### src/sv/cts_pkg.sv
// Shared types, constants and the quarter-wave sine table builder for the chirp tone synth.
// Depends on nothing; imported by every module of the block.
package cts_pkg;

    localparam int PHASE_BITS  = 32;
    localparam int SINE_DEPTH  = 1024;
    localparam int SINE_ABITS  = $clog2(SINE_DEPTH);
    localparam int FRAC_BITS   = SINE_ABITS + 2;
    localparam int ENV_BITS    = 25;
    localparam int IDX_BITS    = 16;
    localparam int STEP_BITS   = 32;
    localparam int DEC_BITS    = 24;
    localparam int AMP_BITS    = 16;
    localparam int PCM_BITS    = 16;
    localparam int CFG_ABITS   = 3;
    localparam int CFG_DBITS   = 32;
    localparam int QUEUE_DEPTH = 4;
    localparam int QUEUE_ABITS = $clog2(QUEUE_DEPTH);

    localparam logic [ENV_BITS-1:0]  ENV_ONE       = 25'h100_0000;
    localparam logic [15:0]          PCM_MAX       = 16'd32767;
    localparam logic [63:0]          HALF_PI_Q30   = 64'd1686629713;

    localparam logic [IDX_BITS-1:0]  RST_SAMPLE_TOTAL = 16'd4410;
    localparam logic [STEP_BITS-1:0] RST_START_INC    = 32'd204522252;
    localparam logic [DEC_BITS-1:0]  RST_INC_DEC      = 24'd33568;
    localparam logic [ENV_BITS-1:0]  RST_ENV_STEP     = 25'd3804;
    localparam logic [AMP_BITS-1:0]  RST_AMPLITUDE    = 16'd23593;

    typedef enum logic [CFG_ABITS-1:0] {
        REG_SAMPLE_TOTAL = 3'd0,
        REG_START_INC    = 3'd1,
        REG_INC_DEC      = 3'd2,
        REG_ENV_STEP     = 3'd3,
        REG_AMPLITUDE    = 3'd4
    } cts_reg_t;

    typedef struct packed {
        logic                  finished;
        logic                  last;
        logic [PHASE_BITS-1:0] phase;
        logic [ENV_BITS-1:0]   env;
    } cts_entry_t;

    typedef logic [15:0] sine_rom_t [0:SINE_DEPTH];

    // Q30 Taylor series through x^15, rounded to Q15 and capped at one
    function automatic sine_rom_t build_sine_rom();
        sine_rom_t   rom;
        logic [63:0] x;
        logic [63:0] x2;
        logic [63:0] term;
        logic [63:0] pos;
        logic [63:0] neg;
        logic [63:0] s;
        logic [63:0] q;
        int          k;
        for (k = 0; k <= SINE_DEPTH; k++) begin
            x    = (HALF_PI_Q30 * 64'(k)) / SINE_DEPTH;
            x2   = (x * x) >> 30;
            pos  = x;
            term = ((x * x2) >> 30) / 64'd6;
            neg  = term;
            term = ((term * x2) >> 30) / 64'd20;
            pos  = pos + term;
            term = ((term * x2) >> 30) / 64'd42;
            neg  = neg + term;
            term = ((term * x2) >> 30) / 64'd72;
            pos  = pos + term;
            term = ((term * x2) >> 30) / 64'd110;
            neg  = neg + term;
            term = ((term * x2) >> 30) / 64'd156;
            pos  = pos + term;
            term = ((term * x2) >> 30) / 64'd210;
            neg  = neg + term;
            s    = (pos > neg) ? pos - neg : 64'd0;
            q    = (s + 64'd16384) >> 15;
            if (q > 64'd32768) begin
                q = 64'd32768;
            end
            rom[k] = q[15:0];
        end
        return rom;
    endfunction

endpackage

### src/sv/cts_front.sv
// Front end: accepts tick transactions, advances the chirp state and classifies each sample.
// Depends on cts_pkg; feeds cts_queue.
module cts_front
    import cts_pkg::*;
(
    input  logic                  aclk,
    input  logic                  aresetn,
    input  logic                  in_valid,
    output logic                  in_ready,
    input  logic                  restart,
    input  logic [IDX_BITS-1:0]   sample_total,
    input  logic [STEP_BITS-1:0]  start_inc,
    input  logic [DEC_BITS-1:0]   inc_dec,
    input  logic [ENV_BITS-1:0]   env_step,
    input  logic                  queue_full,
    output logic                  push,
    output cts_entry_t            push_entry
);

    logic [IDX_BITS-1:0]   idx_reg,   idx_next;
    logic [PHASE_BITS-1:0] phase_reg, phase_next;
    logic [STEP_BITS-1:0]  step_reg,  step_next;
    logic [ENV_BITS-1:0]   env_reg,   env_next;
    logic                  done_reg,  done_next;

    logic [IDX_BITS-1:0]   idx_e;
    logic [PHASE_BITS-1:0] phase_e;
    logic [STEP_BITS-1:0]  step_e;
    logic [ENV_BITS-1:0]   env_e;
    logic                  done_e;
    logic                  fin;
    logic                  last;
    logic [IDX_BITS:0]     idx_inc;

    assign in_ready = !queue_full;
    assign push     = in_valid && in_ready;

    always_comb begin
        idx_e   = restart ? '0 : idx_reg;
        phase_e = restart ? '0 : phase_reg;
        step_e  = restart ? start_inc : step_reg;
        env_e   = restart ? ENV_ONE : env_reg;
        done_e  = restart ? 1'b0 : done_reg;
        fin     = done_e || (idx_e >= sample_total);
        idx_inc = {1'b0, idx_e} + 17'd1;
        last    = !fin && (idx_inc == {1'b0, sample_total});

        idx_next   = idx_e;
        phase_next = phase_e;
        step_next  = step_e;
        env_next   = env_e;
        done_next  = 1'b1;
        if (!fin) begin
            idx_next   = idx_inc[IDX_BITS-1:0];
            phase_next = phase_e + step_e;
            step_next  = (step_e > STEP_BITS'(inc_dec)) ? step_e - STEP_BITS'(inc_dec) : '0;
            env_next   = (env_e > env_step) ? env_e - env_step : '0;
            done_next  = last;
        end

        push_entry.finished = fin;
        push_entry.last     = last;
        push_entry.phase    = phase_next;
        push_entry.env      = env_e;
    end

    always_ff @(posedge aclk) begin
        if (!aresetn) begin
            idx_reg   <= '0;
            phase_reg <= '0;
            step_reg  <= RST_START_INC;
            env_reg   <= ENV_ONE;
            done_reg  <= 1'b0;
        end else if (push) begin
            idx_reg   <= idx_next;
            phase_reg <= phase_next;
            step_reg  <= step_next;
            env_reg   <= env_next;
            done_reg  <= done_next;
        end
    end

endmodule

### config.mk
export PLATFORM = sky130hd
export DESIGN_NAME = cts_front
export DESIGN_NICKNAME = d
export VERILOG_FILES = /design/src/sv/cts_pkg.sv /design/src/sv/cts_front.sv
export SDC_FILE = /design/constraint.sdc
export NUM_CORES = 1
export LEC_CHECK = 0
export BUFFER_PORTS_ARGS = -buffer_cell sky130_fd_sc_hd__buf_2
export CAP_MARGIN = 20
export CORE_ASPECT_RATIO = 0.5
export CORE_MARGIN = 4
export CORE_UTILIZATION = 49
export CTS_BUF_LIST = sky130_fd_sc_hd__clkbuf_4 sky130_fd_sc_hd__clkbuf_8 sky130_fd_sc_hd__clkbuf_16
export CTS_CLUSTER_DIAMETER = 200
export DETAILED_ROUTE_END_ITERATION = 12
export PLACE_DENSITY = 0.76
export SYNTH_ARGS = -nofsm -noshare
export SYNTH_HDL_FRONTEND = slang
export SYNTH_SLANG_ARGS = --single-unit
### constraint.sdc
create_clock -name aclk -period 4.5 [get_ports aclk]
set_input_delay 0.45 -clock aclk [delete_from_list [all_inputs] [get_ports aclk]]
set_output_delay 0.45 -clock aclk [all_outputs]
set_load 0.01 [all_outputs]
---- After elaboration in Yosys (flattened, before gate mapping) ----
Index checks and enable logic that the tools add are counted.
storage, ports and cells
  flip-flop bits (word level) ............. 106
  bits in latches ......................... 0
  bits in writable memories ............... 0
  ROM bits ................................ 0
  output and inout bits ................... 61
  logic and storage cells ................. 30
  memories kept ........................... 0
operators by class
  $add $sub $neg .......................... 4
  multiply operators ...................... 0
  div/mod/pow operators ................... 0
  order comparisons ....................... 3
  equality and inequality tests ........... 1
  shift-type cells ........................ 0
  mux-type cells .......................... 12
  bitwise logic cells ..................... 0
  reductions and logical operators ........ 5
operator list
  cell                                           number
  two-way mux 32 bit                             5
  two-way mux 25 bit                             3
  adder 32 bit                                   1
  greater-than comparator 32 x 24 -> 1 bit       1
  two-way mux 16 bit                             2
  subtractor 32 x 24 -> 32 bit                   1
  greater-than comparator 25 bit                 1
  subtractor 25 bit                              1
  adder 16 x 1 -> 17 bit, second input constant  1
  == test 17 x 16 -> 1 bit                       1
  greater-or-equal comparator 16 bit             1
  logical AND 1 bit                              2
  zero test 1 bit                                2
  two-way mux 1 bit                              2
  logical OR 1 bit                               1

---- Depth between registers and ports, before layout ----
Gate-level depths: netlist (run 1).
  depth in word-level cells ............... 6
  gate-level depth with buffers ........... 20
  mapped depth without buffers ............ 14

---- Worst setup path after synthesis (run 1) ----
No wires, ideal clock.
  kind .................................... in2out
  start ................................... input port restart
  end ..................................... output port push_entry[42] in the netlist's numbering
  data arrival time ....................... 4.149 ns
  setup slack ............................. -0.099 ns
  stages .................................. 17
  path buffers ............................ 10
  cells stage by stage .................... buf_4 buf_2 buf_2 buf_2 buf_2 clkbuf_1 clkbuf_1 nor2b_1 ha_1 o21a_1 nor2_1 or4_1 a41o_2 buf_2 buf_2 buf_2 mux2_1
RTL lines
  item                RTL line         RTL
  start: declaration  cts_front.sv:10  input logic restart,
  end: declaration    cts_front.sv:17  output cts_entry_t push_entry

==> flow_summary.yaml, run 1 <==
die:
  design.core.area_um2: 21000
  ioPinCount: 163
  die_w_um: 217
  dieArea_um2: 24400
  die_h_um: 113
  start_util: 0.510
  rows: 37
worst_setup_path:
  critPathKind: "primary input to primary output"
  worstPathCellList: "buf_6 > buf_16 > inv_2 > nand2_1 > inv_1 > ha_1 > a211oi_1 > o211ai_1 > nand3_1 > o41ai_4 > nor3_2 > o31ai_2 > a311oi_1 > o31ai_2 > buf_2"
  cp_top_family: "compound AO/OA/AOI/OAI gates"
  endpoint_kind: "primary output"
  critPathMaxFanout: 53
  critPathBufInv: 5
  worst_setup_path_start_kind: "primary input"
  path_common_cell: "o31ai_2"
  cp.arrival_ps: 3800
  crit_required_ps: 4050
  crit_path_max_incr_delay_ps: 430
  cp_slowest_cell: "o41ai_4"
drt:
  wirelength_mm: 33.2
  postRouteAntennaNets: 0
  first_iter_violations: 665
  wl_per_cell_um: 17.7
  drcViolationCount: 0
  first_pass_iters: 5
  vias_per_cell: 5.91
  num_vias: 11100
placed_design:
  gp_congestion: 0.993
  portBuffers: 162
  place.detailed.hpwl_mm: 25.4
  place_area_um2: 11900
logic_synthesis:
  syn-mean-instance-area_um2: 7.44
  synth-async-reset-ratio: 0
  ys_seq_area_frac: 0.198
  yosysTopAreaCell: "dfxtp_1"
  synth_top_area_frac: 0.198
  synth_warnings: 0
  yosys_most_used_dff: "dfxtp_1"
  ys_ff_latch: 106
  syn-cell-area_um2: 10700
  syn_nets: 1644
  synthesis.instances: 1440
  synth.distinct_cells: 81
  yosys-top-cells-area: "dfxtp_1 20%, ha_1 12%, a21oi_1 6.3%"
  synth_edf_count: 0
timing:
  rsz0062_at_grt: "no"
  fin_skew_ps: 13.3
  setup_viol: 0
  max_clock_freq_mhz: 235
  worst_hold_slack_ps: 461
  fin_crit_sh: 0.944
  maxSlewHeadroom: 0.541
  tns_ps: 0
  tightestPinTransition_ps: 680
  hold_violations: 0
  fin_crit_ps: 4250
  finalMaxSlewViolations: 0
clock_tree:
  clock-root-buffer: "clkbuf_16"
  hold_buffers: 0
  cts_buffer_depth: 2
  clk_latency_ps: 380
  path_clk_slew_ps: 70
  cts_max_level: 3
  cts.sinks: 106
  cts-buffers-inserted: 9
  cts_tree: "built"
  cts_setup_buffers: 0
pwr:
  power_frac_comb: 0.365
  p_leak_nw: 5.74
  power_mw: 3.09
  ir_worst_vdd_mv: 0.209
  internal_power_mw: 1.98
  power_frac_seq: 0.330
  power.switching_mw: 1.10
  clock_power_share: 0.304
  swShare: 0.357
  pwr_density_cell_nw_per_um2: 252
finish:
  final_cell_area_um2: 12200
  fin_nets: 1785
  utilization: 0.583
  drive_gt1_frac: 0.172
  syn_to_final_growth_pct: 14.3
grt:
  overflow: 0
  grtUsageTotal: 0.263
  grt_pass1_vias: 10800
  grt_pass1_wl_mm: 53.2
  grt_antenna_before_repair: 4
  grt_max_degree: 54
outcome:
  status: "finished, final reports clean"
run:
  maxCapViolations: 0
worst_hold_path:
  min_path_type: "flop to flop"
[area by class of cell]
class,count,area (µm²)
clock buffers,11,253
clock inverters,5,85.1
flip-flops and latches,106,2120
diodes,1,2.50
multi-input cells,1164,7900
fillers,2024,8770
inverters,98,368
well taps,292,365
repair buffers,202,1150
[synthesized netlist by cell type, types with 12 or more instances]
master	instances
o21ai_0	60
mux2_2	31
o21ai_1	40
nor2b_1	75
nand4_1	20
nor2_1	147
a21o_1	32
a31oi_1	12
nand3_1	40
a22o_1	34
a21oi_1	135
xor2_1	27
xnor2_1	71
a22oi_1	14
ha_1	99
clkbuf_1	43
nand2_1	102
nor3_1	35
dfxtp_1	106
inv_1	95
buf_2	16
[path summary, 6_finish.rpt]
path	from	to	slack, ps	cells after the start
setup reg to reg	idx_reg[13]$_SDFFE_PN0P_	env_reg[8]$_SDFFE_PN0P_	950	12
hold / removal	phase_reg[21]$_SDFFE_PN0P_	phase_reg[21]$_SDFFE_PN0P_	460	2
setup / recovery	restart	push_entry[54]	250	15
hold reg to reg	phase_reg[21]$_SDFFE_PN0P_	phase_reg[21]$_SDFFE_PN0P_	460	2
[per-layer routing]
| layer | vias to the layer above | global-route usage | part of all wire | routed length (µm) |
|---|---|---|---|---|
| li1 | 5475 | - | - | - |
| met5 | - | 0 | 0.0014 | 45 |
| met1 | 5172 | 0.329 | 0.44 | 14700 |
| met2 | 377 | 0.448 | 0.46 | 15300 |
| met4 | 6 | 0.102 | 0.031 | 1030 |
| met3 | 71 | 0.0527 | 0.064 | 2120 |
[cell usage in the layout, fill, tap and decap left out, types with 6 or more instances in the layout]
master,instances
a21oi_1,135
and4_1,6
a22o_1,34
nor4_1,8
nor2b_1,75
buf_4,38
mux2_2,31
ha_1,99
dfxtp_1,106
buf_2,161
nand4_1,20
xor2_1,27
o21a_1,8
nand3_1,40
a31oi_1,12
a221oi_1,6
xnor2_1,71
a21o_1,32
nor3_1,34
mux2_1,6
inv_1,94
a22oi_1,14
o21ai_0,60
nand2_1,101
a211oi_1,10
and3_1,8
o211ai_1,6
o21ai_1,40
and2_1,9
o21bai_1,11
clkbuf_16,9
nor2_1,147
[what timing repair did]
item,in CTS,in global routing
endpoints found under the setup margin,0,6
endpoints found under the hold margin,0,0
resized for setup,0,4
[worst register-to-register path: stages (launching register included)]
cell     delay, ps
dfxtp_1        450
nor2b_1        340
ha_1           190
and4_1         180
nand3_1        120
or4_1          560
a41o_2         360
buf_4          190
nand2_1        300
a31oi_1        120
and3_1         200
buf_4          200
a32o_1         230
[stage by stage]
step / setup WS, ps / std cells
2_1_floorplan: 40.4 / 1440
3_3_place_gp: 215 / 1862
3_5_place_dp: 147 / 1862
4_1_cts: 138 / 1878
5_1_grt: 9.23 / 1879
6_report: 250 / 1879
[cells by family (layout without fill, tap and decap cells)]
logic type,Yosys count,in the layout,share of synthesized area
AO/OA/AOI/OAI,442,442,0.273
multiplexers,42,42,0.0436
buffers and inverters,170,316,0.0660
AND/OR/NAND/NOR,480,480,0.218
XOR/XNOR,98,98,0.0801
adder cells (fa/ha/maj),102,102,0.121
flip-flops,106,106,0.198
other,0,1,0
[power groups by stage]
| stage | combinational [mW] | sequential [mW] | clock [mW] |
|---|---|---|---|
| final | 1.13 | 1.02 | 0.940 |
| after detailed placement | 1.11 | 1.04 | 0 |
| after global routing | 1.24 | 1.03 | 0.983 |
| after global placement | 1.08 | 1.04 | 0 |
| after floorplan | 0.787 | 1.03 | 0 |
| after CTS | 1.11 | 1.02 | 0.958 |
Power figures use the tool's default switching activity.
==> inputs of run 2 (changes only) <==
- ABC_AREA: not set -> 1
- PLACE_DENSITY: 0.76 -> 0.75
==> run 2 against run 1 <==
Worst setup slack improved by 320 ps. Sequential share of layout area decreased by 1.8 points. Combinational power up 17%. Via count is 25% higher. Critical path depth up 1. Worst hold slack improved by 6.8 ps. Clock power rose by 6.3%. Fmax up 8.1%. Routed wire length is 22% higher. Largest power group unchanged. Total power is 8.3% higher. Count of clock-buffer cells in the layout shrank 2. Die area rose by 14%.
==> flow_summary.yaml, run 2 <==
outcome:
  status: "finished, final reports clean"
logic_synthesis:
  syn-cell-area_um2: 12300
  synth_top_area_frac: 0.207
  yosysTopAreaCell: "nand2_1"
  yosys-top-cells-area: "nand2_1 21%, dfxtp_1 17%, inv_1 10%"
  synth-async-reset-ratio: 0
  yosys.cell_count.top_type: "nand2_1"
  synthesis.instances: 2182
  yosys_most_used_dff: "dfxtp_1"
  ys_ff_latch: 106
  ys_top_cells_by_count: "678 x nand2_1, 340 x inv_1, 245 x a21oi_1, 207 x nor2_1, 127 x o21ai_0"
  syn-mean-instance-area_um2: 5.62
  synth_warnings: 0
  synth.distinct_cells: 46
  ys_seq_area_frac: 0.173
  syn_nets: 2386
  synth_edf_count: 0
worst_setup_path:
  critPathMaxFanout: 24
  cp.depth: 16
  path_common_cell: "nand2_1"
  worst_setup_path_start_kind: "primary input"
  crit_required_ps: 4050
  cp.arrival_ps: 3480
  endpoint_kind: "primary output"
  cp_top_family: "simple AND/OR/NAND/NOR gates"
  rr_worst_depth: 15
  critPathKind: "primary input to primary output"
  cp_slowest_cell: "nor3_1"
  crit_path_max_incr_delay_ps: 490
  critPathBufInv: 5
  worstPathCellList: "buf_4 > inv_2 > buf_4 > nand2_1 > nand2_1 > ha_1 > nand2_1 > inv_1 > nand2_1 > nor3_1 > nand4_1 > nand3_1 > xor2_1 > nand2_1 > nand2_1 > buf_2"
grt:
  grt_pass1_wl_mm: 64.2
  overflow: 0
  grt_max_degree: 93
  grtUsageTotal: 0.286
  grt_antenna_before_repair: 0
  grt_pass1_vias: 12300
pwr:
  p_leak_nw: 7.58
  power_mw: 3.34
  ir_worst_vdd_mv: 0.159
  pwr_density_cell_nw_per_um2: 245
clock_tree:
  path_clk_slew_ps: 70
  cts.sinks: 106
  cts_resized: 0
  cts_max_level: 3
  cts_buffer_depth: 2
  hold_buffers: 0
  cts-buffers-inserted: 9
  clk_latency_ps: 390
  cts_setup_buffers: 0
  cts_tree: "built"
  clock-root-buffer: "clkbuf_16"
worst_hold_path:
  min_path_type: "flop to flop"
  holdPathStages: 2
die:
  start_util: 0.504
  ioPinCount: 163
  die_h_um: 120
  design.core.area_um2: 24300
  die_w_um: 232
  dieArea_um2: 27800
  rows: 40
timing:
  maxSlewHeadroom: 0.313
  setup_viol: 0
  tightestPinTransition_ps: 1030
  finalMaxSlewViolations: 0
  max_clock_freq_mhz: 254
  tns_ps: 0
  fin_skew_ps: 16.5
  rsz0062_at_grt: "no"
  fin_ws_ps: 569
  hold_violations: 0
  fin_crit_ps: 3930
  fin_crit_sh: 0.873
finish:
  utilization: 0.562
  fill_cells: 2634
  fin_nets: 2504
  drive_gt1_frac: 0.102
  mostFrequentLayoutCell: "nand2_1"
  syn_to_final_growth_pct: 11.4
  instances_no_fill: 2639
  layout_common_cells: "677 x nand2_1, 339 x inv_1, 245 x a21oi_1"
  antenna_cells: 0
drt:
  postRouteAntennaNets: 0
  wirelength_mm: 40.5
  drcViolationCount: 0
  first_pass_iters: 5
  first_iter_violations: 1454
  num_vias: 13900
  vias_per_cell: 5.26
  wl_per_cell_um: 15.4
placed_design:
  place.detailed.hpwl_mm: 31.7
  portBuffers: 162
  place_ws_ps: 688
  gp_congestion: 1.01
  dp_cells: 2625
run:
  maxCapViolations: 0
run 2: cell count changes after synthesis, sizes merged, moves of 14 or more:
cell / change
mux2: -37
nor2b: -75
nor3: -19
o21ai: +30
nor2: +75
a21oi: +112
a22oi: -14
xnor2: -61
xor2: +14
a21o: -25
a22o: -34
nand3: +87
inv: +247
nand2: +580
run 2: worst min-delay path: cells and delay by family (launching register included):
| family | cells | cell delay [ps] |
|---|---|---|
| simple gates | 1 | 60 |
| flops | 1 | 310 |
| compound gates | 1 | 50 |
run 2: stage by stage:
step | instance area, µm² | hold slack, ps
after floorplan | 12300 | 433
after global placement | 13300 | 452
after detailed placement | 13300 | 455
after CTS | 13700 | 467
after global routing | 13700 | 485
final | 13700 | 467
run 2: report_power, final:
group	leakage (nW)	internal (mW)	switching (mW)	total, mW
clock	0.172	0.596	0.404	0.999
combinational	6.53	0.446	0.872	1.32
sequential	0.871	1.00	0.0247	1.03
run 2: worst paths after layout:
| path | endpoint | slack (ps) | from |
|---|---|---|---|
| setup / recovery | push_entry[43] | 570 | restart |
| hold / removal | idx_reg[14]$_SDFFE_PN0P_ | 470 | idx_reg[14]$_SDFFE_PN0P_ |
| setup reg to reg | step_reg[15]$_SDFFE_PN1P_ | 1490 | idx_reg[13]$_SDFFE_PN0P_ |
| hold reg to reg | idx_reg[14]$_SDFFE_PN0P_ | 470 | idx_reg[14]$_SDFFE_PN0P_ |
run 2: area by class of cell:
| type | count | area (µm²) | area share |
|---|---|---|---|
| clock inverters | 5 | 129 | 0.00943 |
| flip-flops and latches | 106 | 2120 | 0.155 |
| well taps | 336 | 420 | 0.0308 |
| inverters | 345 | 1290 | 0.0948 |
| repair buffers | 176 | 956 | 0.0700 |
| multi-input cells | 1662 | 8520 | 0.623 |
| clock buffers | 9 | 225 | 0.0165 |
run 2: cell families after synthesis:
logic type      count (synthesis)  share of synthesized area
fa+ha+maj                     102                      0.106
compound gates                410                      0.175
simple gates                 1098                      0.374
buf+inv                       414                      0.133
flops                         106                      0.173
xor+xnor                       52                     0.0382
run 2: metal layers:
| metal | global-route usage | vias up | wire length, µm |
|---|---|---|---|
| li1 | - | 7146 | - |
| met1 | 0.418 | 6161 | 19400 |
| met2 | 0.449 | 549 | 17300 |
| met3 | 0.0439 | 36 | 3300 |
| met4 | 0.0511 | 0 | 503 |
| met5 | 0 | - | 0 |
==> inputs of run 3 (changes only) <==
- CTS_CLUSTER_DIAMETER: 200 -> not set
- REMOVE_ABC_BUFFERS: not set -> 1
==> run 3 against run 2 <==
Clock skew about the same. Critical path depth fell by 2. Register-to-register slack improved by 40 ps. Combinational power is essentially flat. Total power fell by 4.1%. First-iteration DRC count shrank 26%. Sequential power about the same. Largest power group unchanged. Count of clock-buffer cells in the layout unchanged.
==> flow_summary.yaml, run 3 (same netlist as run 2, synthesis figures left out) <==
outcome:
  status: "finished, final reports clean"
finish:
  fin_nets: 2503
  syn_to_final_growth_pct: 11.0
  mostFrequentLayoutCell: "nand2_1"
  instances_no_fill: 2640
  antenna_cells: 0
  drive_gt1_frac: 0.103
  utilization: 0.560
  layout_common_cells: "677 x nand2_1, 339 x inv_1, 245 x a21oi_1"
drt:
  first_pass_iters: 8
  drcViolationCount: 0
  num_vias: 13800
  first_iter_violations: 1079
  wirelength_mm: 38.1
  postRouteAntennaNets: 0
  vias_per_cell: 5.23
  wl_per_cell_um: 14.4
timing:
  rsz0062_at_grt: "no"
  fin_crit_sh: 0.879
  maxSlewHeadroom: 0.390
  tns_ps: 0
  setup_viol: 0
  finalMaxSlewViolations: 0
  max_clock_freq_mhz: 253
  fin_crit_ps: 3960
  fin_skew_ps: 16.5
  hold_violations: 0
  tightestPinTransition_ps: 914
placed_design:
  dp_cells: 2624
  gp_congestion: 1.01
  place.detailed.hpwl_mm: 29.4
  portBuffers: 162
pwr:
  ir_worst_vdd_mv: 0.160
  pwr_density_cell_nw_per_um2: 235
  internal_power_mw: 1.89
  clock_power_share: 0.277
  swShare: 0.411
  power_frac_comb: 0.404
  power.switching_mw: 1.32
  p_leak_nw: 7.55
  power_frac_seq: 0.320
  power_mw: 3.21
clock_tree:
  cts_buffer_depth: 2
  path_clk_slew_ps: 80
  cts_max_level: 3
  cts_setup_buffers: 0
  cts-buffers-inserted: 9
  hold_buffers: 0
  cts_resized: 0
  clk_latency_ps: 390
  clock-root-buffer: "clkbuf_16"
  cts_tree: "built"
  cts.sinks: 106
die:
  die_h_um: 120
  die_w_um: 232
  start_util: 0.504
  design.core.area_um2: 24300
  rows: 40
  ioPinCount: 163
  dieArea_um2: 27800
grt:
  grt_max_degree: 78
  grt_antenna_before_repair: 0
  grt_pass1_wl_mm: 62.2
  grt_pass1_vias: 12600
  overflow: 0
  grtUsageTotal: 0.272
worst_setup_path:
  endpoint_kind: "primary output"
  critPathKind: "primary input to primary output"
  cp.arrival_ps: 3510
  worst_setup_path_start_kind: "primary input"
  crit_required_ps: 4050
  critPathMaxFanout: 23
worst_hold_path:
  min_path_type: "flop to flop"
run:
  maxCapViolations: 0
==> run 3: worst paths after layout <==
path | startpoint | end | slack (ps) | depth (start not counted)
worst max-delay path | restart | push_entry[34] | 540 | 14
worst min-delay path | step_reg[31]$_SDFFE_PN0P_ | step_reg[31]$_SDFFE_PN0P_ | 470 | 2
worst max register to register | step_reg[1]$_SDFFE_PN0P_ | phase_reg[9]$_SDFFE_PN0P_ | 1530 | 13
worst min register to register | step_reg[31]$_SDFFE_PN0P_ | step_reg[31]$_SDFFE_PN0P_ | 470 | 2
==> run 3: power groups by stage <==
stage	clock, mW	combinational, mW	sequential, mW
2_1_floorplan	0	0.874	1.04
3_3_place_gp	0	1.26	1.04
3_5_place_dp	0	1.27	1.05
4_1_cts	0.910	1.28	1.02
5_1_grt	0.938	1.45	1.03
6_report	0.887	1.29	1.02
==> run 3: worst max-delay path, cell delays in order <==
cell and delay, ps:
buf_4 170, buf_4 260, o21ai_0 480, inv_1 190
ha_1 330, nand3_1 80, nand2_1 140, nand2_1 90
nand2_1 150, a21oi_1 410, xnor2_1 110, a21boi_0 420
inv_1 70, buf_2 150
==> run 3: cell type report <==
cell class	count	area, µm²
Inverter	345	1290
Clock buffer	9	225
Timing Repair Buffer	175	948
Sequential cell	106	2120
Multi-Input combinational cell	1662	8520
Fill cell	2658	10700
Tap cell	336	420
Clock inverter	7	83.8
==> run 3: per-layer routing <==
layer	share of wire	track usage	wire length (µm)	vias to the layer above
li1	-	-	-	7158
met2	0.43	0.438	16400	471
met1	0.48	0.379	18100	6129
met3	0.072	0.0389	2740	49
met4	0.020	0.0828	780	0
met5	0	0	0	-
==> run 3: metrics by stage <==
stage | area (µm²) | hold slack (ps) | setup WS, ps
after floorplan | 11900 | 433 | -258
after global placement | 13300 | 453 | 653
after detailed placement | 13300 | 455 | 634
after CTS | 13600 | 467 | 613
after global routing | 13600 | 488 | 274
final | 13600 | 465 | 544
