<file path="src/sv/cts_pkg.sv">
// Shared types, constants and the quarter-wave sine table builder for the chirp tone synth.
// Depends on nothing; imported by every module of the block.
package cts_pkg;

    localparam int PHASE_BITS  = 32;
    localparam int SINE_DEPTH  = 1024;
    localparam int SINE_ABITS  = $clog2(SINE_DEPTH);
    localparam int FRAC_BITS   = SINE_ABITS + 2;
    localparam int ENV_BITS    = 25;
    localparam int IDX_BITS    = 16;
    localparam int STEP_BITS   = 32;
    localparam int DEC_BITS    = 24;
    localparam int AMP_BITS    = 16;
    localparam int PCM_BITS    = 16;
    localparam int CFG_ABITS   = 3;
    localparam int CFG_DBITS   = 32;
    localparam int QUEUE_DEPTH = 4;
    localparam int QUEUE_ABITS = $clog2(QUEUE_DEPTH);

    localparam logic [ENV_BITS-1:0]  ENV_ONE       = 25'h100_0000;
    localparam logic [15:0]          PCM_MAX       = 16'd32767;
    localparam logic [63:0]          HALF_PI_Q30   = 64'd1686629713;

    localparam logic [IDX_BITS-1:0]  RST_SAMPLE_TOTAL = 16'd4410;
    localparam logic [STEP_BITS-1:0] RST_START_INC    = 32'd204522252;
    localparam logic [DEC_BITS-1:0]  RST_INC_DEC      = 24'd33568;
    localparam logic [ENV_BITS-1:0]  RST_ENV_STEP     = 25'd3804;
    localparam logic [AMP_BITS-1:0]  RST_AMPLITUDE    = 16'd23593;

    typedef enum logic [CFG_ABITS-1:0] {
        REG_SAMPLE_TOTAL = 3'd0,
        REG_START_INC    = 3'd1,
        REG_INC_DEC      = 3'd2,
        REG_ENV_STEP     = 3'd3,
        REG_AMPLITUDE    = 3'd4
    } cts_reg_t;

    typedef struct packed {
        logic                  finished;
        logic                  last;
        logic [PHASE_BITS-1:0] phase;
        logic [ENV_BITS-1:0]   env;
    } cts_entry_t;

    typedef logic [15:0] sine_rom_t [0:SINE_DEPTH];

    // Q30 Taylor series through x^15, rounded to Q15 and capped at one
    function automatic sine_rom_t build_sine_rom();
        sine_rom_t   rom;
        logic [63:0] x;
        logic [63:0] x2;
        logic [63:0] term;
        logic [63:0] pos;
        logic [63:0] neg;
        logic [63:0] s;
        logic [63:0] q;
        int          k;
        for (k = 0; k <= SINE_DEPTH; k++) begin
            x    = (HALF_PI_Q30 * 64'(k)) / SINE_DEPTH;
            x2   = (x * x) >> 30;
            pos  = x;
            term = ((x * x2) >> 30) / 64'd6;
            neg  = term;
            term = ((term * x2) >> 30) / 64'd20;
            pos  = pos + term;
            term = ((term * x2) >> 30) / 64'd42;
            neg  = neg + term;
            term = ((term * x2) >> 30) / 64'd72;
            pos  = pos + term;
            term = ((term * x2) >> 30) / 64'd110;
            neg  = neg + term;
            term = ((term * x2) >> 30) / 64'd156;
            pos  = pos + term;
            term = ((term * x2) >> 30) / 64'd210;
            neg  = neg + term;
            s    = (pos > neg) ? pos - neg : 64'd0;
            q    = (s + 64'd16384) >> 15;
            if (q > 64'd32768) begin
                q = 64'd32768;
            end
            rom[k] = q[15:0];
        end
        return rom;
    endfunction

endpackage

</file>
<file path="src/sv/cts_queue.sv">
// Short FIFO between the front end and the sample datapath.
// Depends on cts_pkg for the entry type and depth.
module cts_queue
    import cts_pkg::*;
(
    input  logic       aclk,
    input  logic       aresetn,
    input  logic       push,
    input  cts_entry_t push_entry,
    output logic       full,
    input  logic       pop_ready,
    output logic       not_empty,
    output cts_entry_t head
);

    cts_entry_t             mem_reg [QUEUE_DEPTH];
    logic [QUEUE_ABITS-1:0] wr_ptr_reg;
    logic [QUEUE_ABITS-1:0] rd_ptr_reg;
    logic [QUEUE_ABITS:0]   count_reg;
    logic                   pop;

    assign full      = (count_reg == (QUEUE_ABITS+1)'(QUEUE_DEPTH));
    assign not_empty = (count_reg != '0);
    assign pop       = pop_ready && not_empty;
    assign head      = mem_reg[rd_ptr_reg];

    always_ff @(posedge aclk) begin
        if (push) begin
            mem_reg[wr_ptr_reg] <= push_entry;
        end
    end

    always_ff @(posedge aclk) begin
        if (!aresetn) begin
            wr_ptr_reg <= '0;
            rd_ptr_reg <= '0;
            count_reg  <= '0;
        end else begin
            if (push) begin
                wr_ptr_reg <= wr_ptr_reg + 1'b1;
            end
            if (pop) begin
                rd_ptr_reg <= rd_ptr_reg + 1'b1;
            end
            if (push && !pop) begin
                count_reg <= count_reg + 1'b1;
            end else if (pop && !push) begin
                count_reg <= count_reg - 1'b1;
            end
        end
    end

endmodule

</file>
<file path="config.mk">
export PLATFORM = sky130hd
export DESIGN_NAME = cts_queue
export DESIGN_NICKNAME = d
export VERILOG_FILES = /design/src/sv/cts_pkg.sv /design/src/sv/cts_queue.sv
export SDC_FILE = /design/constraint.sdc
export NUM_CORES = 1
export LEC_CHECK = 0
export BUFFER_PORTS_ARGS = -buffer_cell sky130_fd_sc_hd__buf_4
export CAP_MARGIN = 10
export CORE_ASPECT_RATIO = 0.8
export CORE_MARGIN = 1
export CORE_UTILIZATION = 35
export CTS_BUF_LIST = sky130_fd_sc_hd__clkbuf_4 sky130_fd_sc_hd__clkbuf_8
export DETAILED_ROUTE_END_ITERATION = 8
export SETUP_SLACK_MARGIN = 0.5
export SYNTH_ARGS = -nofsm -noshare
export SYNTH_HDL_FRONTEND = slang
export SYNTH_SLANG_ARGS = --single-unit
</file>
<file path="constraint.sdc">
create_clock -name aclk -period 3.53 [get_ports aclk]
set_input_delay 0.706 -clock aclk [delete_from_list [all_inputs] [get_ports aclk]]
set_output_delay 0.706 -clock aclk [all_outputs]
set_load 0.05 [all_outputs]
</file>
Word-level counts from Yosys, hierarchy flattened
Memories as Yosys holds them, arrays and structs flattened. A register that Yosys moved wholly into a read port is not among the register bits.
Index checks and enable logic that the tools add are counted.
W data, S select, Z words.
{ "word_totals": {"out_inout_bits": 61, "ram_bits": 236, "mem_count": 1, "elab_cells": 22, "reg_bits": 7} }
{ "memory_table": {"columns": ["memory", "depth", "word_bits", "rd", "rd_ports_with_merged_regs", "wr", "line_no", "source"], "rows": [
  ["mem_reg", 4, 59, 1, 1, 1, "cts_queue.sv:16", "cts_entry_t mem_reg [QUEUE_DEPTH];"]
]} }
{ "classes": {"muxes": 6, "n_eq_ne": 1, "reduce_logical": 7, "n_addsub": 4} }
{ "op_table": {"columns": ["operator", "n"], "rows": [
  ["$mux W3", 2],
  ["$add A2 B1 Y2 const B", 2],
  ["$mux W2", 2],
  ["$add A3 B1 Y3 const B", 1],
  ["$eq A3 B3 Y1 const B", 1],
  ["$logic_and A1 B1 Y1", 3],
  ["$reduce_bool A3 Y1", 1],
  ["$sub A3 B1 Y3 const B", 1],
  ["$logic_not A1 Y1", 2],
  ["$mux W1", 2],
  ["$reduce_bool A2 Y1", 1]
]} }

Depth between registers and ports, before layout
Gate-level depths: netlist (run 1).
{ "logic_depth": {"word_depth": 5, "ltp_mapped": 7} }

Worst setup path before layout (run 1)
Ideal clock, no wire load.
{ "synth_path": {"kind": "input -> register", "from": "in push", "to": "mem mem_reg[0][0] (netlist name) (enable)", "setup_slack_ns": 1.006, "stages": 1, "path_buffers": 0, "t_required_ns": 3.107, "setup_time_ns": 0.423, "arrival_time_ns": 2.101, "cell_sequence": "and2_1"} }
{ "synth_via": {"elab_chain_len": 2} }
{ "synth_lines": {"columns": ["element", "line_no", "source"], "rows": [
  ["start: declaration", "cts_queue.sv:8", "input logic push,"],
  ["$mux W1", "cts_queue.sv:28", "if (push) begin"],
  ["$mux W1 (not written as such)", "cts_queue.sv:29", "mem_reg[wr_ptr_reg] <= push_entry;"],
  ["end: declaration", "cts_queue.sv:16", null]
]} }
Every way passes these cells.

==> flow_summary.html, run 1 <==
<table>
<tr><th>Metric</th><th>Value</th></tr>
<tr><th colspan="2">Clocking</th></tr>
<tr><td>TritonCTS clock tree</td><td>built</td></tr>
<tr><td>CTS-repair resized insts</td><td>0</td></tr>
<tr><td>Clock transition time at the flip-flop clock pins of the worst setup and hold paths</td><td>0.07 ns</td></tr>
<tr><td>Hold buffer count at CTS</td><td>0</td></tr>
<tr><td>Clock net sink count</td><td>245</td></tr>
<tr><td>Skew-Pair Late Insertion Delay</td><td>0.52 ns</td></tr>
<tr><td>Number of buffers created by CTS</td><td>39</td></tr>
<tr><td>Buffer cell driving the clock tree root</td><td>sky130_fd_sc_hd__clkbuf_8</td></tr>
<tr><td>H-tree Lvls</td><td>2</td></tr>
<tr><td>Maximum count of clock buffers along a single path</td><td>3</td></tr>
<tr><th colspan="2">Hold path</th></tr>
<tr><td>Hold path startpoint</td><td>push_entry[30]</td></tr>
<tr><td>Class of the tightest hold or removal check</td><td>primary input to register</td></tr>
<tr><td>Worst Hold Path EP</td><td>mem_reg[0][30]</td></tr>
<tr><td>Worst Hold Path Cells</td><td>1</td></tr>
<tr><th colspan="2">Place</th></tr>
<tr><td>Port-buffer cells</td><td>123</td></tr>
<tr><td>Instance area at placement</td><td>10260 um2</td></tr>
<tr><td>Placed wire-length estimate</td><td>9044 um</td></tr>
<tr><td>RePlAce Congestion</td><td>0.6826</td></tr>
<tr><th colspan="2">Logic synthesis</th></tr>
<tr><td>Synthesized area</td><td>8982 um2</td></tr>
<tr><td>Yosys warning total</td><td>0</td></tr>
<tr><td>Synth top area share</td><td>78.90%</td></tr>
<tr><td>Average footprint of a synthesized cell</td><td>25.52 um2</td></tr>
<tr><td>Cells after synthesis</td><td>352</td></tr>
<tr><td>Largest cells by area after synthesis</td><td>sky130_fd_sc_hd__edfxtp_1, sky130_fd_sc_hd__mux4_2, sky130_fd_sc_hd__dfxtp_1</td></tr>
<tr><td>Synth cell types</td><td>22</td></tr>
<tr><td>Syn Nets</td><td>421</td></tr>
<tr><td>FF+latch count, synth</td><td>245</td></tr>
<tr><td>Part of the Yosys area used for sequential elements</td><td>80.90%</td></tr>
<tr><td>Leading area contributor after synthesis</td><td>sky130_fd_sc_hd__edfxtp_1</td></tr>
<tr><th colspan="2">Finish</th></tr>
<tr><td>Fill cell instance count of the final layout</td><td>2185</td></tr>
<tr><td>FF/Latch Area</td><td>7274 um2</td></tr>
<tr><td>Number of antenna cells inserted</td><td>0</td></tr>
<tr><td>Proportion of layout cells with a drive suffix above 1</td><td>47.29%</td></tr>
<tr><td>Leading cell type in the layout, fill and taps excluded</td><td>sky130_fd_sc_hd__edfxtp_1</td></tr>
<tr><td>Number of nets in the final layout</td><td>575</td></tr>
<tr><td>Area of the multi-input gates</td><td>1603 um2</td></tr>
<tr><td>Number of flip-flops under the largest register name</td><td>236</td></tr>
<tr><td>Leading cell types in the layout, fill and taps excluded</td><td>sky130_fd_sc_hd__edfxtp_1, sky130_fd_sc_hd__buf_4, sky130_fd_sc_hd__mux4_2, sky130_fd_sc_hd__clkbuf_8, sky130_fd_sc_hd__clkbuf_4</td></tr>
<tr><td>Area overhead of the layout relative to synthesis</td><td>22.97%</td></tr>
<tr><td>Final cell area excluding filler cells</td><td>11050 um2</td></tr>
<tr><th colspan="2">Setup path</th></tr>
<tr><td>Endpoint of the worst register-to-register path</td><td>count_reg[2]</td></tr>
<tr><td>Class of the most critical setup path</td><td>register to output port</td></tr>
<tr><td>Largest fanout of any net on the critical path</td><td>31</td></tr>
<tr><td>Worst Setup End Kind</td><td>output port</td></tr>
<tr><td>Arrival time reported for the critical path endpoint</td><td>2.12 ns</td></tr>
<tr><td>Slack of the worst reg-to-reg path</td><td>1.34 ns</td></tr>
<tr><td>CP Data Required Time</td><td>2.82 ns</td></tr>
<tr><td>Startpoint class of the critical path</td><td>register</td></tr>
<tr><td>Reg2reg start</td><td>count_reg[0]</td></tr>
<tr><td>Worst-case reg-to-reg path depth</td><td>7</td></tr>
<tr><th colspan="2">Pwr</th></tr>
<tr><td>PwrDens</td><td>761.5 nW/um2</td></tr>
<tr><td>Sw Share</td><td>33.25%</td></tr>
<tr><td>Comb power frac</td><td>30.9%</td></tr>
<tr><td>Fraction of power consumed by the clock network</td><td>27.6%</td></tr>
<tr><td>Overall power</td><td>8.412 mW</td></tr>
<tr><td>Static power due to leakage</td><td>3.710 nW</td></tr>
<tr><td>Psw</td><td>2.797 mW</td></tr>
<tr><td>Worst ir drop on vdd</td><td>0.0003972 V</td></tr>
<tr><td>Internal portion of total power</td><td>5.615 mW</td></tr>
<tr><td>Share of power burned in registers</td><td>41.5%</td></tr>
<tr><th colspan="2">Timing</th></tr>
<tr><td>Worst-case headroom to the max-slew limit</td><td>33.42%</td></tr>
<tr><td>Endpoints failing setup</td><td>0</td></tr>
<tr><td>Fraction of the cycle the final worst path needs</td><td>80.07%</td></tr>
<tr><td>RSZ-0062 raised after global routing</td><td>false</td></tr>
<tr><td>Min Clock Period, post-route</td><td>2.827 ns</td></tr>
<tr><td>Maximum clock frequency</td><td>0.3538 GHz</td></tr>
<tr><td>Final hold viol count</td><td>0</td></tr>
<tr><td>Max-slew violation total from the final report</td><td>0</td></tr>
<tr><td>Setup total negative slack</td><td>0 ns</td></tr>
<tr><td>Actual transition at the worst max-transition pin</td><td>0.9987 ns</td></tr>
<tr><td>Skew final</td><td>0.02181 ns</td></tr>
<tr><th colspan="2">Floorplan</th></tr>
<tr><td>Core Box Area</td><td>25240 um2</td></tr>
<tr><td>Cell row count</td><td>52</td></tr>
<tr><td>Die extent in y</td><td>145.3 um</td></tr>
<tr><td>I/O Pins</td><td>124</td></tr>
<tr><td>DIE AREA</td><td>26310 um2</td></tr>
<tr><td>Effective utilization at floorplan</td><td>35.58%</td></tr>
<tr><td>Die X-Extent</td><td>181.1 um</td></tr>
<tr><th colspan="2">Global route</th></tr>
<tr><td>Total global routing overflow</td><td>0</td></tr>
<tr><td>Combined global-route utilization of all metal layers</td><td>13.06%</td></tr>
<tr><td>First-pass GRT wire length</td><td>25830 um</td></tr>
<tr><td>Pin count of the biggest net entering global routing</td><td>60</td></tr>
<tr><td>Antenna violations before repair</td><td>0</td></tr>
<tr><td>Via count of the first global-routing pass</td><td>4517</td></tr>
<tr><th colspan="2">Run status</th></tr>
<tr><td>Run status</td><td>finished clean</td></tr>
<tr><th colspan="2">Route</th></tr>
<tr><td>Routed wire length per instance</td><td>19.57 um</td></tr>
<tr><td>Total vias in the final route</td><td>4069</td></tr>
<tr><td>Detail-routed via count per cell</td><td>4.737</td></tr>
<tr><td>Number of violations reported at the end of detailed-routing iteration 0</td><td>198</td></tr>
<tr><td>Number of DRC violations after detailed routing</td><td>0</td></tr>
<tr><td>Number of optimization iterations in the first detailed-route pass</td><td>6</td></tr>
<tr><td>Total length of routed wires</td><td>16810 um</td></tr>
<tr><td>Antenna Violating Nets Remaining</td><td>0</td></tr>
<tr><th colspan="2">Run</th></tr>
<tr><td>Number of max-cap violations</td><td>0</td></tr>
</table>
-- worst max-delay path by stage --
stage / startpoint / cells past startpoint / end / slack [ns]
after global placement: register / 3 / head[57] / 1.08
after CTS: register / 2 / head[24] / 0.55
after floorplan: push / 1 / mem_reg[0][0] / 1.01
after detailed placement: register / 3 / head[6] / 1.08
final: register / 3 / head[25] / 0.70
after global routing: register / 3 / head[6] / 0.58
-- logic make-up (layout without fill, tap and decap cells) --
kind of cell | after synthesis | in the layout | share of synthesized area, %
xor+xnor | 5 | 5 | 0.4876
flops | 245 | 245 | 80.90
fa+ha+maj | 6 | 6 | 0.9194
compound gates | 4 | 4 | 0.3204
buf+inv | 17 | 200 | 1.365
mux | 61 | 61 | 15.02
simple gates | 14 | 14 | 0.9889
-- power groups by stage --
stage | registers (mW) | clock network (mW) | logic (mW)
after detailed placement | 3.62 | 0 | 2.54
final | 3.49 | 2.32 | 2.60
after global routing | 3.52 | 2.54 | 2.73
after CTS | 3.53 | 2.39 | 2.60
after global placement | 3.61 | 0 | 2.52
after floorplan | 3.46 | 0 | 2.00
-- cell type report --
| cell class | instances | area share [%] |
|---|---|---|
| flip-flops and latches | 245 | 65.86 |
| multi-input cells | 90 | 14.51 |
| repair buffers | 127 | 9.039 |
| clock buffers | 52 | 5.800 |
| well taps | 324 | 3.670 |
| clock inverters | 18 | 1.019 |
| inverters | 3 | 0.1019 |
-- per-stage QoR --
stage | hold slack [ns] | instances | util [%] | worst slack, ns
final | 0.3815 | 859 | 43.76 | 0.7035
after floorplan | 0.4898 | 352 | - | 1.006
after global routing | 0.3462 | 859 | 43.76 | 0.5845
after detailed placement | 0.5385 | 787 | 40.63 | 1.078
after CTS | 0.3428 | 858 | 43.68 | 0.5530
after global placement | 0.5106 | 787 | 40.63 | 1.083
-- layer usage --
metal | part of all wire (%) | routed length, um | track usage (%) | up-vias
li1 | - | - | - | 1814
met1 | 44 | 7376 | 16.76 | 2116
met2 | 47 | 7932 | 20.48 | 113
met3 | 7.2 | 1206 | 4.819 | 26
met4 | 1.7 | 294 | 4.407 | 0
met5 | 0 | 0 | 0 | -
-- synthesized netlist by cell type --
cell type / number
sky130_fd_sc_hd__and2_1: 9
sky130_fd_sc_hd__buf_4: 4
sky130_fd_sc_hd__buf_2: 3
sky130_fd_sc_hd__ha_1: 5
sky130_fd_sc_hd__mux2i_1: 2
sky130_fd_sc_hd__a21boi_0: 1
sky130_fd_sc_hd__fa_1: 1
sky130_fd_sc_hd__xnor2_1: 3
sky130_fd_sc_hd__nor2b_1: 2
sky130_fd_sc_hd__inv_1: 3
sky130_fd_sc_hd__buf_6: 1
sky130_fd_sc_hd__edfxtp_1: 236
sky130_fd_sc_hd__or3_1: 2
sky130_fd_sc_hd__clkbuf_1: 4
sky130_fd_sc_hd__xor2_1: 2
sky130_fd_sc_hd__nor3b_1: 1
sky130_fd_sc_hd__o31ai_1: 1
sky130_fd_sc_hd__dfxtp_1: 9
sky130_fd_sc_hd__mux4_2: 59
sky130_fd_sc_hd__o21ai_0: 1
sky130_fd_sc_hd__o311ai_0: 1
sky130_fd_sc_hd__buf_12: 2
-- repair_timing --
action | CTS | global route
endpoints found under the hold margin | 0 | 0
setup endpoints to repair | 6 | 1
buffers inserted | 1 | 1
-- worst max-delay path, cell delays in order (launching register included) --
cell	delay (ns)
sky130_fd_sc_hd__dfxtp_4	0.72
sky130_fd_sc_hd__buf_12	0.30
sky130_fd_sc_hd__mux4_2	0.35
sky130_fd_sc_hd__buf_4	0.21
(Power assumes the default switching activity.)
==> run 2: changes to the inputs <==
==> constraint.sdc (replaced) <==
create_clock -name aclk -period 2.8 [get_ports aclk]
set_input_delay 0.56 -clock aclk [delete_from_list [all_inputs] [get_ports aclk]]
set_output_delay 0.56 -clock aclk [all_outputs]
set_load 0.05 [all_outputs]
==> run 2 against run 1 <==
Compared with the run above: setup slack worse by 0.41 ns; sequential share of layout area down 3.3 points; first-iteration DRC count down 28%; core utilization up 2.3 points; global-route usage up 1.2 points; final cell count up 1.7%; flip-flop and latch count unchanged; power up 35%; critical endpoint is now head[16].
==> flow_summary.html, run 2 (synthesized netlist as in run 1, its figures left out) <==
<table>
<tr><th>Metric</th><th>Value</th></tr>
<tr><th colspan="2">Run</th></tr>
<tr><td>Number of max-cap violations</td><td>0</td></tr>
<tr><th colspan="2">Timing</th></tr>
<tr><td>Endpoints failing setup</td><td>0</td></tr>
<tr><td>Final hold viol count</td><td>0</td></tr>
<tr><td>RSZ-0062 raised after global routing</td><td>true</td></tr>
<tr><td>Worst-case headroom to the max-slew limit</td><td>63.95%</td></tr>
<tr><td>Setup total negative slack</td><td>0 ns</td></tr>
<tr><td>Actual transition at the worst max-transition pin</td><td>0.5339 ns</td></tr>
<tr><td>Max-slew violation total from the final report</td><td>0</td></tr>
<tr><td>Minimum setup slack in the final design</td><td>0.2979 ns</td></tr>
<tr><td>Final worst hold slack</td><td>0.2441 ns</td></tr>
<tr><td>Fraction of the cycle the final worst path needs</td><td>89.36%</td></tr>
<tr><td>Skew final</td><td>0.009877 ns</td></tr>
<tr><td>Min Clock Period, post-route</td><td>2.502 ns</td></tr>
<tr><td>Maximum clock frequency</td><td>0.3997 GHz</td></tr>
<tr><th colspan="2">Floorplan</th></tr>
<tr><td>Effective utilization at floorplan</td><td>35.58%</td></tr>
<tr><td>Die X-Extent</td><td>181.1 um</td></tr>
<tr><td>I/O Pins</td><td>124</td></tr>
<tr><td>DIE AREA</td><td>26310 um2</td></tr>
<tr><td>Cell row count</td><td>52</td></tr>
<tr><td>Core Box Area</td><td>25240 um2</td></tr>
<tr><td>Die extent in y</td><td>145.3 um</td></tr>
<tr><th colspan="2">Place</th></tr>
<tr><td>RePlAce Congestion</td><td>0.6866</td></tr>
<tr><td>Number of placed instances, taps included</td><td>793</td></tr>
<tr><td>Placed wire-length estimate</td><td>10130 um</td></tr>
<tr><td>Instance area at placement</td><td>10360 um2</td></tr>
<tr><td>Setup slack at placement</td><td>0.5533 ns</td></tr>
<tr><td>Port-buffer cells</td><td>123</td></tr>
<tr><th colspan="2">Finish</th></tr>
<tr><td>Utilization after layout</td><td>46.05%</td></tr>
<tr><td>Number of flip-flops under the largest register name</td><td>236</td></tr>
<tr><td>Number of nets in the final layout</td><td>594</td></tr>
<tr><td>Leading cell type in the layout, fill and taps excluded</td><td>sky130_fd_sc_hd__edfxtp_1</td></tr>
<tr><td>Post-route non-filler standard cell count</td><td>874</td></tr>
<tr><td>Final cell area excluding filler cells</td><td>11620 um2</td></tr>
<tr><td>Fill cell instance count of the final layout</td><td>2121</td></tr>
<tr><td>Leading cell types in the layout, fill and taps excluded</td><td>sky130_fd_sc_hd__edfxtp_1, sky130_fd_sc_hd__buf_4, sky130_fd_sc_hd__mux4_2, sky130_fd_sc_hd__buf_6, sky130_fd_sc_hd__clkbuf_8</td></tr>
<tr><td>Number of antenna cells inserted</td><td>0</td></tr>
<tr><td>Proportion of layout cells with a drive suffix above 1</td><td>49.27%</td></tr>
<tr><td>Area overhead of the layout relative to synthesis</td><td>29.42%</td></tr>
<tr><th colspan="2">Hold path</th></tr>
<tr><td>Worst Hold Path Cells</td><td>1</td></tr>
<tr><td>Hold path startpoint</td><td>push_entry[33]</td></tr>
<tr><td>Worst Hold Path EP</td><td>mem_reg[1][33]</td></tr>
<tr><td>Class of the tightest hold or removal check</td><td>primary input to register</td></tr>
<tr><th colspan="2">Pwr</th></tr>
<tr><td>PwrDens</td><td>974.0 nW/um2</td></tr>
<tr><td>Static power due to leakage</td><td>3.942 nW</td></tr>
<tr><td>Worst ir drop on vdd</td><td>0.0005421 V</td></tr>
<tr><td>Overall power</td><td>11.32 mW</td></tr>
<tr><th colspan="2">Setup path</th></tr>
<tr><td>Class of the most critical setup path</td><td>register to output port</td></tr>
<tr><td>Slack of the worst reg-to-reg path</td><td>0.62 ns</td></tr>
<tr><td>Slowest cell delay on critical path</td><td>0.55 ns</td></tr>
<tr><td>Worst-case reg-to-reg path depth</td><td>7</td></tr>
<tr><td>Worst Setup End Kind</td><td>output port</td></tr>
<tr><td>Largest fanout of any net on the critical path</td><td>7</td></tr>
<tr><td>Reg2reg start</td><td>count_reg[1]</td></tr>
<tr><td>Startpoint class of the critical path</td><td>register</td></tr>
<tr><td>Worst path bufs/invs</td><td>3</td></tr>
<tr><td>Arrival time reported for the critical path endpoint</td><td>1.94 ns</td></tr>
<tr><td>Cell family with the largest share of critical-path delay</td><td>multiplexers</td></tr>
<tr><td>Endpoint of the worst register-to-register path</td><td>count_reg[2]</td></tr>
<tr><td>CP Data Required Time</td><td>2.24 ns</td></tr>
<tr><td>Worst-path cell chain</td><td>buf_12, buf_16, mux4_2, buf_6</td></tr>
<tr><td>Master of the slowest instance on the critical path</td><td>sky130_fd_sc_hd__mux4_2</td></tr>
<tr><th colspan="2">Route</th></tr>
<tr><td>Total length of routed wires</td><td>18070 um</td></tr>
<tr><td>Number of violations reported at the end of detailed-routing iteration 0</td><td>142</td></tr>
<tr><td>Number of DRC violations after detailed routing</td><td>0</td></tr>
<tr><td>Number of optimization iterations in the first detailed-route pass</td><td>4</td></tr>
<tr><td>Detail-routed via count per cell</td><td>4.776</td></tr>
<tr><td>Routed wire length per instance</td><td>20.68 um</td></tr>
<tr><td>Antenna Violating Nets Remaining</td><td>0</td></tr>
<tr><td>Total vias in the final route</td><td>4174</td></tr>
<tr><th colspan="2">Global route</th></tr>
<tr><td>Total global routing overflow</td><td>0</td></tr>
<tr><td>Combined global-route utilization of all metal layers</td><td>14.30%</td></tr>
<tr><td>Pin count of the biggest net entering global routing</td><td>35</td></tr>
<tr><td>Via count of the first global-routing pass</td><td>4910</td></tr>
<tr><td>First-pass GRT wire length</td><td>28180 um</td></tr>
<tr><td>Antenna violations before repair</td><td>0</td></tr>
<tr><th colspan="2">Clocking</th></tr>
<tr><td>Buffer cell driving the clock tree root</td><td>sky130_fd_sc_hd__clkbuf_8</td></tr>
<tr><td>Skew-Pair Late Insertion Delay</td><td>0.51 ns</td></tr>
<tr><td>Number of buffers created by CTS</td><td>40</td></tr>
<tr><td>Maximum count of clock buffers along a single path</td><td>3</td></tr>
<tr><td>H-tree Lvls</td><td>2</td></tr>
<tr><td>TritonCTS clock tree</td><td>built</td></tr>
<tr><td>Clock net sink count</td><td>245</td></tr>
<tr><td>Clock transition time at the flip-flop clock pins of the worst setup and hold paths</td><td>0.06 ns</td></tr>
<tr><th colspan="2">Run status</th></tr>
<tr><td>Run status</td><td>finished clean</td></tr>
</table>
==> run 2: cell types whose count changed in the layout (fill, tap and decap cells not counted), sizes merged <==
cell      previous run  this run
clkinvlp             1         0
clkbuf              52        60
buf                127       144
inv                  4         3
bufinv               1         0
clkinv              15         8
==> run 2: how the worst max path moves through the flow <==
stage                      start  slack, ns           end  cells past startpoint
floorplan           count_reg[2]       0.71          full                      1
global placement        register       0.63      head[16]                      3
detailed placement     pop_ready       0.55  count_reg[2]                      8
finish                  register       0.30      head[16]                      4
global route            register       0.21      head[16]                      4
CTS                     register       0.22      head[48]                      4
==> run 2: timing repair <==
| item | 4_1_cts | 5_1_grt |
|---|---|---|
| hold endpoints to repair | 0 | 0 |
| hold buffers | 0 | 0 |
| setup endpoints to repair | 59 | 60 |
| gates resized for setup | 70 | 3 |
| setup buffers | 8 | 0 |
| pin swaps | 0 | 0 |
| cloned | 5 | 1 |
==> run 2: power by group <==
group / leakage [nW] / switching (mW) / total, mW / internal, mW
clock: 0.392 / 1.27 / 2.85 / 1.58
sequential: 2.24 / 0.117 / 4.36 / 4.24
combinational: 1.31 / 2.27 / 4.12 / 1.85
total: 3.94 / 3.65 / 11.3 / 7.67
==> run 2: routing by layer <==
metal  GRT usage (%)  share of wire, %  routed length (um)  up-vias
li1                -                 -                   -     1847
met2           23.12                48                8665      124
met3           3.815               5.3                 956       44
met4           4.915               2.4                 440        0
met1           18.68                44                8010     2159
met5               0                 0                   0        -
==> run 2: cell type report <==
class                      instances  area [um2]  area share [%]
clock buffer                      59       699.4           6.017
clock inverter                     8       31.28          0.2691
inverter                           3       11.26         0.09687
multi-input combinational         90        1608           13.83
sequential                       245        7274           62.58
tap                              324       405.4           3.487
timing repair buffer             145        1595           13.72
